[src/hdl/wfts_pkg.sv]
// package for the window frame time statistics block
// widths, window length and the shared cell data type; no dependencies
package wfts_pkg;
   localparam int WindowLength = 32;
   localparam int SampleBits   = 24;
   localparam int FieldBits    = 24;
   localparam int SlotBits     = $clog2(WindowLength);
   localparam int SumBits      = SampleBits + SlotBits;
   localparam int SqBits       = 2 * SampleBits;
   localparam int SumSqBits    = SqBits + SlotBits;
   localparam int VarBits      = SumSqBits + SlotBits;
   localparam int RootBits     = (VarBits + 1) / 2;
   localparam int CountBits    = $clog2(WindowLength + 1);
   localparam int RootCntBits  = $clog2(RootBits + 1);

   typedef logic [SampleBits-1:0] sample_type;
   typedef logic [FieldBits-1:0]  field_type;

   typedef struct packed {
      field_type window_mean;
      field_type window_min;
      field_type window_max;
      field_type window_std_dev;
   } result_type;

   function automatic field_type sat_field(input logic [RootBits-1:0] v);
      logic [RootBits-1:0] lim;
      begin
         lim = RootBits'((64'd1 << FieldBits) - 64'd1);
         sat_field = (v > lim) ? lim[FieldBits-1:0] : v[FieldBits-1:0];
      end
   endfunction
endpackage

[src/hdl/wfts_cell.sv]
// one window cell: holds one sample, rotates away from the head of the row
// depends on wfts_pkg
module wfts_cell (
   input  logic                clock,
   input  logic                reset,
   input  logic                shift,
   input  wfts_pkg::sample_type prev,
   output wfts_pkg::sample_type value
);
   import wfts_pkg::*;
   sample_type value_ff;
   always_ff @(posedge clock) begin
      if (reset) begin
         value_ff <= '0;
      end else if (shift) begin
         value_ff <= prev;
      end
   end
   assign value = value_ff;
endmodule

[config.mk]
export PLATFORM = sky130hd
export DESIGN_NAME = wfts_cell
export DESIGN_NICKNAME = d
export VERILOG_FILES = /design/src/hdl/wfts_pkg.sv /design/src/hdl/wfts_cell.sv
export SDC_FILE = /design/constraint.sdc
export NUM_CORES = 1
export LEC_CHECK = 0
export BUFFER_PORTS_ARGS = -buffer_cell sky130_fd_sc_hd__buf_2
export CAP_MARGIN = 25
export CORE_MARGIN = 2
export CORE_UTILIZATION = 44
export CTS_CLUSTER_SIZE = 8
export DETAILED_ROUTE_END_ITERATION = 10
export PLACE_DENSITY = 0.81
export SLEW_MARGIN = 20
export SYNTH_ARGS = -nofsm -noshare
export SYNTH_HDL_FRONTEND = slang
export SYNTH_SLANG_ARGS = --single-unit
[constraint.sdc]
create_clock -name clock -period 2 [get_ports clock]
set_input_delay 0.4 -clock clock [delete_from_list [all_inputs] [get_ports clock]]
set_output_delay 0.4 -clock clock [all_outputs]
set_load 0.03 [all_outputs]
# Yosys cells after proc, flatten, opt, wreduce, memory -nomap -nowiden
# Index checks and enable logic that the tools add are counted.
[totals]
reg_bits = 24

# Longest topological paths before layout
[depth]
ltp_word = 0
mapped_depth = 4

# Worst setup path before layout
# No wires, ideal clock.
[synth_path]
path_kind = "input port to flip-flop"
startpoint = "input port shift"
endpoint = "register value_ff[10] (netlist: value[10])"
path_buffers = 2
path_slack_ns = 1.007
required_time_ns = 1.872
setup_ns = 0.128
cell_stages = 4
t_arrival_ns = 0.865
cell_sequence = "buf_6 > buf_12 > mux2i_1 > nor2_1"
[synth_lines]
columns = ["element", "line_no", "text"]
rows = [
  ["from (decl)", "wfts_cell.sv:6", "input logic shift,"],
  ["to (signal assigned)", "wfts_cell.sv:16", "value_ff <= prev;"],
  ["to (decl)", "wfts_cell.sv:11", "sample_type value_ff;"],
]

# Worst setup path after layout
[layout_path]
startpoint = "register value_ff[11] (netlist: value[11])"
endpoint = "output port value[11]"
[layout_lines]
columns = ["element", "line_no", "text"]
rows = [
  ["to (decl)", "wfts_cell.sv:8", "output wfts_pkg::sample_type value"],
]
# No word-level cell between the ends.

==> flow_summary.toml <==
[run_status]
outcome = "completed"

[routing]
drt_iter0_drc = 0
avgViaCountPerCell = 4.474
drt-total-wl_um = 1676
wl_per_cell_um = 11.03
ant_nets = 0
drtPass1Iterations = 1
drc = 0
dr_total_vias = 680

[synthesis]
postSynthCellCount = 77
syn_area_per_cell_um2 = 11.29
synth.ff_latch_count = 24
synth_cell_types = 6
synthTopCellsByArea = "dfxtp_1 55%, mux2i_1 28%, nor2_1 10%"
synth_top_area_frac = 0.5525
dominantRegCellSynth = "dfxtp_1"
seq_area_frac_synth = 0.5525
synthesis.nets = 104
synth_top_area_cell = "dfxtp_1"
synth_edf_count = 0
ys_warn_count = 0
async_flop_share = 0
synth_common_cells = "24 x dfxtp_1, 24 x mux2i_1, 24 x nor2_1"
syn-cell-area_um2 = 869.6

[sta]
min_period_ns = 1.247
skew_ns = 0
worst_slew_pin_slew_ns = 0.6693
setup_tns_ns = 0
max_clock_freq_mhz = 801.6
slew_viol_final = 0
rsz0062_at_grt = "no"
finalSetupViolCount = 0
min_period_over_period = 0.6237
slew_headroom = 0.5538
hold_viol_final = 0

[clocking]
cts_tree = "yes"
clk_latency_ns = 0.29
ctsResizeCount = 0
cts_buffers = 3
post_cts_buffers = 0
cts_buffer_depth = 2
cts_max_level = 1
path_clk_slew_ns = 0.12
clock-sinks = 24
ctsHoldBuffers = 0
cts_root_buf = "clkbuf_4"

[floorplan]
core_um2 = 1902
die_x_um = 48.46
fp.dieH_um = 48.46
initial_utilization = 0.4572
dieArea_um2 = 2348
ioPinCount = 51
num_rows = 16

[cells_and_area]
antenna_cells = 0
finalNetCount = 154
final_layout_size_suffix_gt1_frac = 0.4240
fill_cells = 174
area_growth_pct = 28.49
largest_reg_flops = 24
fin_util = 0.5875

[worst_setup_path]
crit_type = "flop to output port"
critPathSlowestCell = "dfxtp_1"
worstPathCellList = "buf_2"
cp.required_ns = 1.60
max_stage_delay_ns = 0.36
cp-end-kind = "output port"
cp_max_fo = 2
worst_ep_arrival_time_ns = 0.85
startpoint_type = "flop"
critPathBufInv = 1
critPathTopFamily = "flip-flops"

[pwr]
powerDensity_nw_per_um2 = 788.8
ir_worst_vdd_v = 0.0004093
p_leak_uw = 0.0006208

[placed_design]
place_congestion = 0.7097
port_buffers = 50

[global_routing]
grt_max_degree = 25
grt_pass1_vias = 702
grt_pass1_wl_um = 2898
grt.total_usage = 0.1564
grt_antenna_before_repair = 0
grt-ovfl-total = 0

[flow_run]
cap_violations = 0

[hold_path]
hold_path.class = "primary input to flop"
[cells in the final DEF, fill, tap and decap left out, drive strengths merged]
master  instances
dfxtp          24
nor2           24
mux2i          24
buf            50
clkbuf          3
[metrics by stage]
step	instance area [um2]	total power [uW]	worst slack (ns)	hold WS (ns)	instances
2_1_floorplan	869.6	652.0	1.007	0.4724	77
3_3_place_gp	1095	698.8	0.6294	0.4667	149
3_5_place_dp	1095	703.5	0.5835	0.4777	149
4_1_cts	1117	894.7	0.7393	0.3292	152
5_1_grt	1117	931.9	0.6870	0.3204	152
6_report	1117	881.4	0.7526	0.3332	152
[worst paths after layout]
kind                                start         to  slack, ns  cells after the start
worst min register to register  value[21]  value[21]       0.50                      2
worst max register to register   value[0]   value[0]       1.35                      2
worst min-delay path              prev[5]   value[5]       0.33                      3
worst max-delay path            value[11]  value[11]       0.75                      1
[kinds of logic (layout without fill, tap and decap cells)]
logic type | Yosys count | after routing | synth area share
and+or+nand+nor | 24 | 24 | 0.1036
buffers and inverters | 5 | 53 | 0.06763
DFF | 24 | 24 | 0.5525
muxes | 24 | 24 | 0.2763
[final cells by class]
type                       instances  area [um2]  share of cell area
multi-input combinational         48       330.3              0.2956
timing repair buffer              50       250.2              0.2240
clock buffer                       3       22.52             0.02016
sequential                        24       480.5              0.4300
tap                               27       33.78             0.03024
[layer usage]
layer / routed length, um / GRT usage
met1: 655 / 0.1537
met2: 927 / 0.2963
met3: 60 / 0.04012
met4: 33 / 0.08571
met5: 0 / 0
[where the power goes]
group / switching [uW] / internal [uW] / leakage [uW] / total, uW
clock network: 121 / 69.9 / 0.0000138 / 191
registers: 12.6 / 506 / 0.000198 / 519
logic: 107 / 64.7 / 0.000409 / 171
[worst register-to-register path, delay by kind of cell (launching register included)]
family / cells / cell delay (ns)
flops: 1 / 0.33
mux: 1 / 0.16
simple gates: 1 / 0.05
(Power assumes the default switching activity.)
