File: config.mk
export PLATFORM = sky130hd
export DESIGN_NAME = wfts_sqrt
export DESIGN_NICKNAME = d
export VERILOG_FILES = /design/src/hdl/wfts_pkg.sv /design/src/hdl/wfts_sqrt.sv
export SDC_FILE = /design/constraint.sdc
export NUM_CORES = 1
export LEC_CHECK = 0
export BUFFER_PORTS_ARGS = -buffer_cell sky130_fd_sc_hd__clkbuf_2
export CELL_PAD_IN_SITES_DETAIL_PLACEMENT = 1
export CELL_PAD_IN_SITES_GLOBAL_PLACEMENT = 1
export CORE_AREA = 2 2 107 160
export DETAILED_ROUTE_END_ITERATION = 7
export DIE_AREA = 0 0 109 162
export PLACE_DENSITY = 0.79
export SLEW_MARGIN = 5
export SYNTH_ARGS = -nofsm -noshare
export SYNTH_HDL_FRONTEND = slang
export SYNTH_SLANG_ARGS = --single-unit
File: constraint.sdc
create_clock -name clock -period 7.3 [get_ports clock]
set_input_delay 1.46 -clock clock [delete_from_list [all_inputs] [get_ports clock]]
set_output_delay 1.46 -clock clock [all_outputs]
set_load 0.01 [all_outputs]
File: src/hdl/wfts_pkg.sv
// package for the window frame time statistics block
// widths, window length and the shared cell data type; no dependencies
package wfts_pkg;
   localparam int WindowLength = 32;
   localparam int SampleBits   = 24;
   localparam int FieldBits    = 24;
   localparam int SlotBits     = $clog2(WindowLength);
   localparam int SumBits      = SampleBits + SlotBits;
   localparam int SqBits       = 2 * SampleBits;
   localparam int SumSqBits    = SqBits + SlotBits;
   localparam int VarBits      = SumSqBits + SlotBits;
   localparam int RootBits     = (VarBits + 1) / 2;
   localparam int CountBits    = $clog2(WindowLength + 1);
   localparam int RootCntBits  = $clog2(RootBits + 1);

   typedef logic [SampleBits-1:0] sample_type;
   typedef logic [FieldBits-1:0]  field_type;

   typedef struct packed {
      field_type window_mean;
      field_type window_min;
      field_type window_max;
      field_type window_std_dev;
   } result_type;

   function automatic field_type sat_field(input logic [RootBits-1:0] v);
      logic [RootBits-1:0] lim;
      begin
         lim = RootBits'((64'd1 << FieldBits) - 64'd1);
         sat_field = (v > lim) ? lim[FieldBits-1:0] : v[FieldBits-1:0];
      end
   endfunction
endpackage

File: src/hdl/wfts_sqrt.sv
// restoring bit-serial integer square root, one result bit per cycle
// depends on wfts_pkg
module wfts_sqrt (
   input  logic                              clock,
   input  logic                              reset,
   input  logic                              start,
   input  logic [wfts_pkg::VarBits-1:0]      radicand,
   output logic                              done,
   output logic [wfts_pkg::RootBits-1:0]     root
);
   import wfts_pkg::*;
   localparam int RemBits = RootBits + 2;
   logic [2*RootBits-1:0]  rad_ff;
   logic [RemBits-1:0]     rem_ff;
   logic [RootBits-1:0]    root_ff;
   logic [RootCntBits-1:0] cnt_ff;
   logic                   busy_ff, done_ff;
   logic [RemBits-1:0]     trial, rem_sh;

   always_comb begin
      rem_sh = {rem_ff[RemBits-3:0], rad_ff[2*RootBits-1 -: 2]};
      trial  = {root_ff, 2'b01};
   end

   always_ff @(posedge clock) begin
      if (reset) begin
         busy_ff <= 1'b0;
         done_ff <= 1'b0;
         cnt_ff  <= '0;
      end else begin
         done_ff <= 1'b0;
         if (start) begin
            busy_ff <= 1'b1;
            cnt_ff  <= RootCntBits'(RootBits);
            rad_ff  <= (2*RootBits)'(radicand);
            rem_ff  <= '0;
            root_ff <= '0;
         end else if (busy_ff) begin
            rad_ff <= rad_ff << 2;
            if (rem_sh >= trial) begin
               rem_ff  <= rem_sh - trial;
               root_ff <= {root_ff[RootBits-2:0], 1'b1};
            end else begin
               rem_ff  <= rem_sh;
               root_ff <= {root_ff[RootBits-2:0], 1'b0};
            end
            cnt_ff <= cnt_ff - 1'b1;
            if (cnt_ff == RootCntBits'(1)) begin
               busy_ff <= 1'b0;
               done_ff <= 1'b1;
            end
         end
      end
   end
   assign done = done_ff;
   assign root = root_ff;
endmodule

### After elaboration in Yosys (flattened, before gate mapping)

Index checks and enable logic that the tools add are counted.

| word-level totals | value |
|---|---|
| bits in latches | 0 |
| memories kept | 0 |
| memory bits (writable) | 0 |
| bits in read-only memories | 0 |
| flip-flop bits (word level) | 123 |

| operators by class | value |
|---|---|
| $mul | 0 |
| equality and inequality tests | 1 |
| add/subtract/negate cells | 2 |
| reductions and logical operators | 4 |
| div/mod/pow operators | 0 |
| shifts and indexed selects | 0 |
| $lt $le $gt $ge | 1 |
| bitwise gates (word level) | 2 |
| multiplexer cells | 12 |

Operators with widths:

| operator | number |
|---|---|
| $mux W58 | 2 |
| $mux W29 | 3 |
| $ge A31 B31 Y1 | 1 |
| $sub A29 B29 Y29 | 1 |
| $mux W5 | 2 |
| $eq A5 B1 Y1 const B | 1 |
| $mux W1 | 5 |
| $sub A5 B1 Y5 const B | 1 |
| $reduce_or A3 Y1 | 1 |
| $not A1 Y1 | 2 |
| $reduce_and A2 Y1 | 1 |
| $reduce_bool A2 Y1 | 1 |
| $reduce_or A2 Y1 | 1 |

### Depth between registers and ports, before layout

Gate-level depths: netlist of the first run.

| depth | value |
|---|---|
| depth after elaboration | 4 |
| mapped depth | 13 |
| depth with buffers taken out | 11 |

### Worst setup path after synthesis of the first run

OpenSTA, ideal clock, no wires.

| timing path | value |
|---|---|
| kind | input-to-reg |
| from | input start |
| to | register rad_ff[0], enable pin |
| path slack | -0.136 ns |
| arrival | 6.844 ns |
| stages on the path | 4 |
| required time | 6.708 ns |
| buffers on the path | 2 |
| cells stage by stage | clkbuf_1 -> clkbuf_1 -> nor2_1 -> nor2_1 |

| between the ends | value |
|---|---|
| longest elaborated chain between the ends | 2 |

Ends and longest elaborated chain:

| element | line | text |
|---|---|---|
| start, declared | wfts_sqrt.sv:6 | `input logic start,` |
| $reduce_bool A2 Y1 (no source line) | n/a |  |
| $reduce_and A2 Y1 (no source line) | n/a |  |
| end signal, assigned | wfts_sqrt.sv:35 | `rad_ff <= (2*RootBits)'(radicand);` |
| end signal, assigned | wfts_sqrt.sv:39 | `rad_ff <= rad_ff << 2;` |
| end, declared | wfts_sqrt.sv:13 | `logic [2*RootBits-1:0] rad_ff;` |

Every way passes these cells.
A chain may end at the register's enable or synchronous reset.

### Final worst setup path of the first run

| timing path | value |
|---|---|
| from | register root_ff[1] (netlist: root[1]) |
| to | register rem_ff[23] (data pin) |

| between the ends | value |
|---|---|
| longest elaborated chain between the ends | 3 |
| elaborated cells on any way between the ends | 4 |
| classes of those cells | 1 x add/sub; 1 x order compare; 2 x mux |

Ends and longest elaborated chain:

| element | line | text |
|---|---|---|
| start, declared | wfts_sqrt.sv:15 | `logic [RootBits-1:0] root_ff;` |
| start signal, assigned | wfts_sqrt.sv:42 | `root_ff <= {root_ff[RootBits-2:0], 1'b1};` |
| start signal, assigned | wfts_sqrt.sv:45 | `root_ff <= {root_ff[RootBits-2:0], 1'b0};` |
| $sub A29 B29 Y29 / $ge A31 B31 Y1 (equally long branches) | wfts_sqrt.sv:41, wfts_sqrt.sv:40 |  |
| $mux W29 * | wfts_sqrt.sv:40 | `if (rem_sh >= trial) begin` |
| $mux W29 * | wfts_sqrt.sv:38 | `end else if (busy_ff) begin` |
| end signal, assigned | wfts_sqrt.sv:41 | `rem_ff <= rem_sh - trial;` |
| end signal, assigned | wfts_sqrt.sv:44 | `rem_ff <= rem_sh;` |
| end, declared | wfts_sqrt.sv:14 | `logic [RemBits-1:0] rem_ff;` |

Mark *: on every way between the ends. The rest lies on a longest branch, timed or not. The select of a mux whose other input is x is not followed.

==> impl_metrics.py, run 1 <==
metrics = {
    "outcome": {
        "status": "finished, final reports clean",
    },
    "critical_path": {
        "start_kind": "flip-flop",
        "path_buf_inv": 2,
        "crit_arrival_ns": 3.71,
        "timing.rr.start": "root[1]",
        "cp_top_family": "compound AO/OA/AOI/OAI gates",
        "critPathLaunch": "root[1]",
        "required_ns": 7.44,
        "reg2reg_slack_ns": 3.73,
        "cpPeakStageDelay_ns": 0.48,
        "cp-end-kind": "flip-flop",
        "r2r_cells": 12,
        "r2r_end": "rem_ff[23]",
        "critical_path_class": "reg2reg",
        "cp_slowest_cell": "buf_4",
        "cp_max_fo": 34,
        "crit_chain": "inv_1 > ha_1 > o211ai_1 > o211ai_2 > a21oi_1 > o31ai_2 > a211oi_1 > o31a_1 > a22oi_4 > buf_4 > mux2i_1 > nor2_1",
    },
    "timing": {
        "slew_headroom": 0.403,
        "fin_crit_sh": 0.489,
        "fin_skew_ns": 0.00926,
        "whs_ns": 0.542,
        "setup_slack_ns": 3.73,
        "setup_violations": 0,
        "setup_tns_ns": 0,
        "maxSlewViolCount": 0,
        "hold_violations": 0,
        "tightest_slew_ns": 0.896,
        "fin_crit_ns": 3.57,
        "rsz0062_at_grt": "no",
        "clock.fmax_ghz": 0.280,
    },
    "route": {
        "drc": 0,
        "vias_per_cell": 5.30,
        "routedWlPerCell_um": 17.8,
        "first_pass_iters": 4,
        "initialDrtViolationCount": 161,
        "routed-via-count": 4598,
        "totalWireLength_um": 15500,
        "ant_nets": 0,
    },
    "logic_synthesis": {
        "synth.area.mux_share": 0.130,
        "synthAdderAreaFrac": 0.0617,
        "synth-xor-area-share": 0.0380,
        "netlist_instances": 558,
        "netlist_area_sq_mm": 0.00669,
        "seq_area_frac_synth": 0.542,
        "synth_top_family_by_area": "multiplexers",
        "ys_types": 54,
        "synth_warnings": 0,
        "async_flop_share": 0,
        "synth_top_flop_cell": "edfxtp_1",
        "yosys.area_share.simple": 0.0990,
        "syn_nets": 652,
        "synth_edf_count": 116,
        "syn_avg_cell_area_sq_um": 12.0,
        "ys_seq_elements": 123,
        "synth-compound-area-share": 0.0922,
    },
    "die": {
        "dieArea_sq_mm": 0.0177,
        "io_pins": 91,
        "core-area_sq_mm": 0.0162,
        "die_height_um": 162,
        "fp.dieW_um": 109,
        "start_util": 0.413,
        "std_cell_rows": 57,
    },
    "clock_tree": {
        "cts-buffers-inserted": 17,
        "clockRootBuffer": "clkbuf_16",
        "cts-htree-levels": 4,
        "clock_sinks": 123,
        "insertion_delay_ns": 0.42,
        "clk_pin_slew_ns": 0.07,
        "cts_tree": "yes",
        "post_cts_buffers": 0,
        "ctsHoldBuffers": 0,
        "cts_resized": 0,
        "cts_max_path_buffers": 2,
    },
    "final_layout": {
        "multiInputGateArea_sq_mm": 0.00282,
        "fillers": 1722,
        "nets": 742,
        "drive_gt1_frac": 0.283,
        "final_common_cell": "edfxtp_1",
        "syn_to_final_growth_pct": 18.3,
        "antenna-diode-count": 0,
        "seqCellArea_sq_mm": 0.00362,
        "final_cell_mix": "edfxtp_1 (116), clkbuf_2 (89), nor2_1 (81), mux2_2 (56), inv_1 (37)",
    },
    "power_and_ir_drop": {
        "p_leak_uw": 0.00324,
        "cellPowerDensity_mw_per_mm2": 268,
        "ir_worst_vdd_uv": 135,
    },
    "placement": {
        "place_congestion": 0.859,
        "port_buffers": 90,
        "dp_hpwl_um": 10600,
        "dpl_worst_slack_ns": 3.36,
    },
    "global_routing": {
        "grt_pass1_wl_um": 25500,
        "grt_pass1_vias": 5254,
        "antenna_found_initial": 0,
        "grt_usage": 0.185,
        "grt_max_degree": 81,
        "grt_remaining_overflow": 0,
    },
    "hold_path": {
        "worstHoldEndpoint": "done",
        "min_path_type": "reg2reg",
        "hold-path-cell-count": 1,
        "min_from": "cnt_ff[3]",
    },
    "flow_run": {
        "drv_cap": 0,
    },
}
==> state kept, by name, indices dropped and copies added (netlist names) <==
name	count
cnt_ff	5
rad_ff	58
root	29
done	1
rem_ff	29
busy_ff	1
==> report_power, final <==
| part | internal (uW) | switching, uW | leakage, uW |
|---|---|---|---|
| sequential | 842 | 26.4 | 0.00118 |
| combinational | 177 | 233 | 0.00178 |
| clock | 460 | 381 | 0.000288 |
==> layout make-up <==
type                            instances  area share
Sequential cell                       123       0.458
Multi-Input combinational cell        375       0.357
Clock inverter                         15      0.0206
Tap cell                              206      0.0326
Timing Repair Buffer                   94      0.0610
Clock buffer                           17      0.0537
Inverter                               37      0.0175
==> cells by family (layout without fill, tap and decap cells) <==
logic type | after synthesis | in the layout
flip-flops | 123 | 123
AO/OA/AOI/OAI | 87 | 87
multiplexers | 80 | 80
adder cells (fa/ha/maj) | 33 | 33
buffers and inverters | 60 | 163
AND/OR/NAND/NOR | 146 | 146
XOR/XNOR | 29 | 29
==> synthesized netlist by cell type (8+ instances only) <==
| library cell | number | area share |
|---|---|---|
| edfxtp_1 | 116 | 0.52 |
| nor2_1 | 82 | 0.046 |
| mux2_2 | 56 | 0.094 |
| inv_1 | 37 | 0.021 |
| ha_1 | 33 | 0.062 |
| a21oi_1 | 25 | 0.019 |
| mux2i_1 | 24 | 0.036 |
| nand2_1 | 18 | 0.010 |
| clkbuf_1 | 16 | 0.0090 |
| xnor2_1 | 15 | 0.020 |
| a21o_1 | 14 | 0.016 |
| xor2_1 | 14 | 0.018 |
| o21ai_0 | 9 | 0.0067 |
| nand2b_1 | 8 | 0.0075 |
==> worst reg2reg max path, delay by kind of cell (launching register included) <==
kind	cells	cell delay (ns)
AO/OA/AOI/OAI	7	1.62
buffers and inverters	2	0.55
adder cells (fa/ha/maj)	1	0.39
flip-flops	1	0.35
multiplexers	1	0.31
AND/OR/NAND/NOR	1	0.06
==> layer usage <==
layer	wire [um]	track usage	up-vias	share of wire
met2	8500	0.338	105	0.55
met4	359	0.0775	0	0.023
met5	0	0	-	0
li1	-	-	2221	-
met1	5920	0.198	2239	0.38
met3	675	0.0482	33	0.044
==> worst max-delay path by stage <==
| stage | endpoint | slack [ns] | cells after the start |
|---|---|---|---|
| 2_1_floorplan | rad_ff[0] | 1.82 | 4 |
| 3_3_place_gp | rem_ff[2] | 3.42 | 5 |
| 3_5_place_dp | root[2] | 3.36 | 5 |
| 4_1_cts | rem_ff[23] | 3.68 | 12 |
| 5_1_grt | rem_ff[23] | 3.50 | 11 |
| 6_report | rem_ff[23] | 3.73 | 12 |
==> through the flow <==
step / total power (uW) / area (sq um) / std cells / utilization
floorplan: 1190 / 6690 / 558 / -
finish: 2120 / 7920 / 867 / 0.489
CTS: 2140 / 7920 / 867 / 0.489
global route: 2210 / 7920 / 867 / 0.489
global placement: 1270 / 7330 / 835 / 0.453
detailed placement: 1290 / 7330 / 835 / 0.453
Note: power is estimated with default switching activity, not from simulation.
==> run 2: changes to the inputs <==
--- a/config.mk
+++ b/config.mk
@@ -8,10 +8,10 @@
 export BUFFER_PORTS_ARGS = -buffer_cell sky130_fd_sc_hd__clkbuf_2
 export CELL_PAD_IN_SITES_DETAIL_PLACEMENT = 1
 export CELL_PAD_IN_SITES_GLOBAL_PLACEMENT = 1
-export CORE_AREA = 2 2 107 160
+export CORE_AREA = 2 2 101 152
 export DETAILED_ROUTE_END_ITERATION = 7
-export DIE_AREA = 0 0 109 162
-export PLACE_DENSITY = 0.79
+export DIE_AREA = 0 0 103 154
+export PLACE_DENSITY = 0.83
 export SLEW_MARGIN = 5
 export SYNTH_ARGS = -nofsm -noshare
 export SYNTH_HDL_FRONTEND = slang
==> constraint.sdc (replaced) <==
create_clock -name clock -period 3.6 [get_ports clock]
set_input_delay 0.72 -clock clock [delete_from_list [all_inputs] [get_ports clock]]
set_output_delay 0.72 -clock clock [all_outputs]
set_load 0.01 [all_outputs]
==> impl_metrics.py, run 2 (synthesized netlist as in run 1, its figures left out) <==
metrics = {
    "clock_tree": {
        "clockRootBuffer": "clkbuf_16",
        "cts-htree-levels": 4,
        "cts_max_path_buffers": 2,
        "cts_resized": 0,
        "cts_tree": "yes",
        "insertion_delay_ns": 0.43,
        "ctsHoldBuffers": 0,
        "post_cts_buffers": 0,
        "cts-buffers-inserted": 17,
        "clk_pin_slew_ns": 0.06,
        "clock_sinks": 123,
    },
    "timing": {
        "tightest_slew_ns": 0.561,
        "fin_crit_ns": 3.33,
        "fin_crit_sh": 0.926,
        "rsz0062_at_grt": "no",
        "fin_skew_ns": 0.0112,
        "setup_tns_ns": 0,
        "clock.fmax_ghz": 0.300,
        "maxSlewViolCount": 0,
        "slew_headroom": 0.616,
        "hold_violations": 0,
        "setup_violations": 0,
    },
    "die": {
        "core-area_sq_mm": 0.0145,
        "start_util": 0.463,
        "std_cell_rows": 54,
        "dieArea_sq_mm": 0.0159,
        "fp.dieW_um": 103,
        "die_height_um": 154,
        "io_pins": 91,
    },
    "final_layout": {
        "nets": 742,
        "largest_register_ffs": 58,
        "final_common_cell": "edfxtp_1",
        "antenna-diode-count": 0,
        "syn_to_final_growth_pct": 18.9,
        "drive_gt1_frac": 0.283,
        "final_util": 0.550,
        "final_cell_mix": "edfxtp_1 (116), clkbuf_2 (89), nor2_1 (81), mux2_2 (56), inv_1 (37)",
        "largest_register": "rad_ff",
        "finalNonFillerCells": 857,
    },
    "route": {
        "vias_per_cell": 5.47,
        "routedWlPerCell_um": 18.4,
        "ant_nets": 0,
        "totalWireLength_um": 15800,
        "drc": 0,
        "first_pass_iters": 4,
        "initialDrtViolationCount": 203,
        "routed-via-count": 4685,
    },
    "outcome": {
        "status": "finished, final reports clean",
    },
    "critical_path": {
        "cp-end-kind": "flip-flop",
        "crit_arrival_ns": 3.49,
        "required_ns": 3.76,
        "cp_max_fo": 14,
        "cpPeakStageDelay_ns": 0.41,
        "start_kind": "flip-flop",
        "crit_chain": "ha_1 > o211ai_1 > o211ai_2 > a21oi_1 > o31ai_2 > a211oi_1 > o31a_1 > a22oi_4 > buf_4 > mux2i_1 > nor2_1",
        "cp_slowest_cell": "ha_1",
        "critical_path_class": "reg2reg",
    },
    "placement": {
        "place_congestion": 0.810,
        "dp.cells": 825,
        "port_buffers": 90,
        "dp_hpwl_um": 10700,
    },
    "hold_path": {
        "min_path_type": "reg2reg",
    },
    "power_and_ir_drop": {
        "ir_worst_vdd_uv": 329,
        "p_leak_uw": 0.00326,
        "cellPowerDensity_mw_per_mm2": 552,
    },
    "global_routing": {
        "grt_max_degree": 125,
        "antenna_found_initial": 0,
        "grt_pass1_wl_um": 25500,
        "grt_remaining_overflow": 0,
        "grt_usage": 0.210,
        "grt.met3_usage": 0.0550,
        "met2_usage": 0.379,
        "top_usage_layer": "met2",
        "globalRouteMet1Util": 0.222,
        "grt_pass1_vias": 5184,
    },
    "flow_run": {
        "drv_cap": 0,
    },
}
==> run 2: cell types whose count changed in the layout (fill, tap and decap cells not counted), sizes merged <==
cell	previous run	this run
bufinv	0	2
inv	48	46
clkinv	3	2
clkinvlp	1	2
==> run 2: layer usage <==
metal,routed length (um),vias to the layer above
met4,415,0
met1,5920,2320
met2,8770,104
met3,654,36
li1,-,2225
met5,0,-
==> run 2: area by class of cell <==
class / instances / area [sq um]
clock buffers: 17 / 425
fillers: 1562 / 6510
clock inverters: 15 / 175
well taps: 196 / 245
inverters: 37 / 139
repair buffers: 94 / 520
flip-flops and latches: 123 / 3620
multi-input cells: 375 / 2820
==> run 2: path summary, 6_finish.rpt <==
kind,start,to,slack [ns],cells after the start
hold / removal,cnt_ff[3],done,0.50,1
hold reg to reg,cnt_ff[3],done,0.50,1
setup reg to reg,rem_ff[1],rem_ff[2],0.27,11
setup / recovery,rem_ff[1],rem_ff[2],0.27,11
==> run 2: worst max-delay path: cells and delay by family (launching register included) <==
family / cells / cell delay [ns]
AO/OA/AOI/OAI: 7 / 1.59
adder cells (fa/ha/maj): 1 / 0.41
buffers and inverters: 1 / 0.32
flip-flops: 1 / 0.40
multiplexers: 1 / 0.28
AND/OR/NAND/NOR: 1 / 0.06
==> run 2: per-stage QoR <==
| step | cell area [sq um] | setup slack, ns | total power, uW | hold slack (ns) |
|---|---|---|---|---|
| floorplan | 6700 | 0.152 | 2410 | 0.462 |
| global placement | 7350 | 0.473 | 2590 | 0.486 |
| detailed placement | 7350 | 0.278 | 2640 | 0.489 |
| CTS | 7950 | 0.237 | 4420 | 0.502 |
| global route | 7950 | 0.0167 | 4570 | 0.532 |
| finish | 7950 | 0.268 | 4390 | 0.500 |
==> run 2: where the power goes <==
group	internal [uW]	total [uW]	switching, uW
Clock	1050	1770	726
Combinational	372	861	489
Sequential	1710	1760	54.4
Total	3120	4390	1270
